<file path="config.mk">
export PLATFORM = sky130hd
export DESIGN_NAME = ettpt_ram
export DESIGN_NICKNAME = d
export VERILOG_FILES = /design/src/rtl/ettpt_ram.sv
export SDC_FILE = /design/constraint.sdc
export NUM_CORES = 1
export LEC_CHECK = 0
export ABC_CLOCK_PERIOD_IN_PS = 4600
export BUFFER_PORTS_ARGS = -buffer_cell sky130_fd_sc_hd__buf_2
export CAP_MARGIN = 20
export CORE_MARGIN = 10
export CORE_UTILIZATION = 59
export DETAILED_ROUTE_END_ITERATION = 10
export PLACE_DENSITY_LB_ADDON = 0.3
export SYNTH_ARGS = -nofsm -noshare
export SYNTH_HDL_FRONTEND = slang
export SYNTH_SLANG_ARGS = --single-unit
</file>
<file path="constraint.sdc">
create_clock -name clk -period 4.6 [get_ports clk]
set_input_delay 0.69 -clock clk [delete_from_list [all_inputs] [get_ports clk]]
set_output_delay 0.69 -clock clk [all_outputs]
set_load 0.1 [all_outputs]
</file>
<file path="src/rtl/ettpt_ram.sv">
// ---------------------------------------------------------------------------
// ettpt_ram
// Generic RAM with one write port and one read port, read data registered.
// ---------------------------------------------------------------------------
`timescale 1ns / 1ps
`default_nettype none

module ettpt_ram #(
  parameter int WIDTH = 8,
  parameter int DEPTH = 16
) (
  input  wire logic                     clk,
  input  wire logic                     we,
  input  wire logic [$clog2(DEPTH)-1:0] waddr,
  input  wire logic [WIDTH-1:0]         wdata,
  input  wire logic [$clog2(DEPTH)-1:0] raddr,
  output logic      [WIDTH-1:0]         rdata
);

  logic [WIDTH-1:0] mem [DEPTH];

  always_ff @(posedge clk) begin
    if (we) begin
      mem[waddr] <= wdata;
    end
    rdata <= mem[raddr];
  end

endmodule

`default_nettype wire

</file>
==> impl_metrics.py <==
metrics = {
    "setup_path": {
        "cp.buffers_inverters": 1,
        "regToRegSetupSlack_ns": 3.16,
        "cp_cell_sequence": "buf_2",
        "crit_start": "rdata[7]",
        "r2r_cells": 3,
        "cp_data_required_time_ns": 3.91,
        "endpoint_kind": "primary output",
        "worstSetupStartpointType": "register",
        "cp_slowest_cell": "buf_2",
        "worstReg2RegStart": "mem[5][0]",
        "crit_cells": 1,
        "cpPeakStageDelay_ns": 0.46,
        "arrival_ns": 1.36,
        "cp_max_fo": 1,
        "critical_path_class": "register to primary output",
        "r2r-end": "rdata[0]",
        "crit_family": "buffers and inverters",
    },
    "final_layout": {
        "synthToLayoutAreaGrowth_pct": 15.90,
        "post_route_cells_drive_above_1_share": 0.2705,
        "seq_area_mm2": 0.004004,
        "multi_input_area_mm2": 0.001057,
        "finalNetCount": 286,
        "antenna_cells": 0,
        "n_fill_cell": 525,
    },
    "die": {
        "fp.dieW_um": 113.4,
        "start_util": 0.5990,
        "core_area_mm2": 0.008593,
        "die-height_um": 113.4,
        "ios": 26,
        "row_count": 34,
        "dieArea_mm2": 0.01286,
    },
    "clock_network": {
        "htree_levels": 4,
        "postCtsSetupRepairBufs": 0,
        "cts_sinks": 136,
        "cts_hold_buffers": 0,
        "numCtsBuffers": 17,
        "cts_resized": 0,
        "clock_path_buffers": 2,
        "cts_tree": "yes",
        "cts-root-buf": "clkbuf_8",
        "insertion_delay_ns": 0.51,
        "cts.clk_slew.worst_paths_ns": 0.06,
    },
    "pwr": {
        "power_density_mw_per_mm2": 491.6,
        "ir_drop_mv": 0.3716,
        "p_total_mw": 2.933,
        "power.leakage_nw": 2.015,
    },
    "outcome": {
        "status": "completed",
    },
    "sta": {
        "finalMaxSlewViolations": 0,
        "max_freq_mhz": 488.3,
        "grt_setup_unrepaired": "no",
        "period_needed_ns": 2.048,
        "skew_ns": 0.004223,
        "tns_ns": 0,
        "final-setup-viol-count": 0,
        "worst_pin_slew_ns": 0.9244,
        "slew-limit-headroom": 0.3815,
        "hold_viol": 0,
        "period_share": 0.4452,
    },
    "placement": {
        "detailed_place_hpwl_um": 5869,
        "routabilityCongestion": 0.7457,
        "port_buffers": 25,
    },
    "detailed_routing": {
        "drt_iter0_drc": 180,
        "wl_per_cell_um": 25.12,
        "dr.pass1.iters": 5,
        "ant_nets": 0,
        "vias_per_cell": 6.252,
        "drc": 0,
        "num_vias": 2432,
        "wirelength_um": 9770,
    },
    "run": {
        "max_cap_violations": 0,
    },
    "synthesis": {
        "yosysSeqAreaShare": 0.7778,
        "netlist_area_mm2": 0.005147,
        "synthArstFlopShare": 0,
        "synth_top_area_frac": 0.7467,
        "synth_ff_type": "edfxtp_1",
        "ys_warn_count": 0,
        "synth_common_cells": "128 x edfxtp_1, 18 x mux4_2, 16 x a22oi_1",
        "syn_nets": 247,
        "synth_edf_count": 128,
        "synth.distinct_cells": 19,
        "avgSynthCellArea_um2": 22.48,
        "synth_cells": 229,
        "synth_top_cell_by_area": "edfxtp_1",
        "yosys_register_bits": 136,
        "yosysMostFrequentCell": "edfxtp_1",
        "synthTopCellsByArea": "edfxtp_1 75%, mux4_2 7.9%, mux4_1 7.1%, dfxtp_1 3.1%, a22oi_1 2.3%",
    },
    "global_routing": {
        "grtUsageTotal": 0.1596,
        "grt_pass1_wl_um": 14920,
        "grt_max_degree": 33,
        "grt_pass1_vias": 2512,
        "grt-ovfl-total": 0,
        "antenna_found_initial": 0,
    },
    "worst_hold_path": {
        "min_path_cells": 1,
        "hold_end": "mem[4][1]",
        "min_from": "wdata[1]",
        "min_path_type": "input port to register",
    },
}
## cells in the final DEF, fill, tap and decap left out, drive strengths merged
cell type / Yosys / final
nand2: 9 / 9
buf: 7 / 30
and2b: 1 / 1
nand2b: 2 / 2
clkinv: 0 / 4
clkbuf: 0 / 23
nor3: 4 / 4
nand3b: 2 / 2
nor2b: 1 / 1
edfxtp: 128 / 128
clkinvlp: 0 / 1
and2: 1 / 1
or3b: 1 / 1
nor2: 13 / 13
a22oi: 16 / 16
bufinv: 0 / 4
dfxtp: 8 / 8
nand3: 1 / 1
mux4: 32 / 32
## kinds of logic after synthesis
kind of cell | count (synthesis) | synth area share
DFF | 136 | 0.7778
muxes | 32 | 0.1502
buffers and inverters | 10 | 0.01677
and+or+nand+nor | 35 | 0.03184
AOI/OAI and AO/OA | 16 | 0.02334
## per-layer routing
metal	vias to the layer above	track usage	share of wire
met5	-	0	0
met4	0	0.06176	0.013
met3	11	0.05144	0.081
met2	116	0.2442	0.50
met1	1249	0.2095	0.41
li1	1056	-	-
## layout make-up
class,count,share of cell area
multi-input combinational,83,0.1772
tap,108,0.02265
clock buffer,23,0.07487
sequential,136,0.6711
timing repair buffer,30,0.02936
clock inverter,9,0.02475
## report_power, final
part           leakage (nW)  internal [mW]  switching, mW
combinational         0.501         0.0516          0.131
clock                 0.290          0.891          0.465
sequential             1.22           1.39        0.00886
## per-stage QoR
step                      worst slack, ns  hold slack [ns]  cells    util  instance area (µm²)
after floorplan                     2.417           0.6293    229       -                 5147
after global placement              1.902           0.6503    355  0.6219                 5344
after detailed placement            1.880           0.6598    356  0.6227                 5351
after CTS                           2.429           0.5450    388  0.6919                 5946
after global routing                2.533           0.5584    389  0.6942                 5966
final                               2.552           0.5615    389  0.6942                 5966
## flip-flops by register name, indices dropped and copies added (netlist names)
register / count
mem: 128
rdata: 8
## worst max path at each step
| stage | to | slack (ns) |
|---|---|---|
| 2_1_floorplan | mem[0][0] | 2.42 |
| 3_3_place_gp | rdata[0] | 1.90 |
| 3_5_place_dp | rdata[0] | 1.88 |
| 4_1_cts | rdata[0] | 2.43 |
| 5_1_grt | rdata[7] | 2.53 |
| 6_report | rdata[7] | 2.55 |
Note: power is estimated with default switching activity, not from simulation.
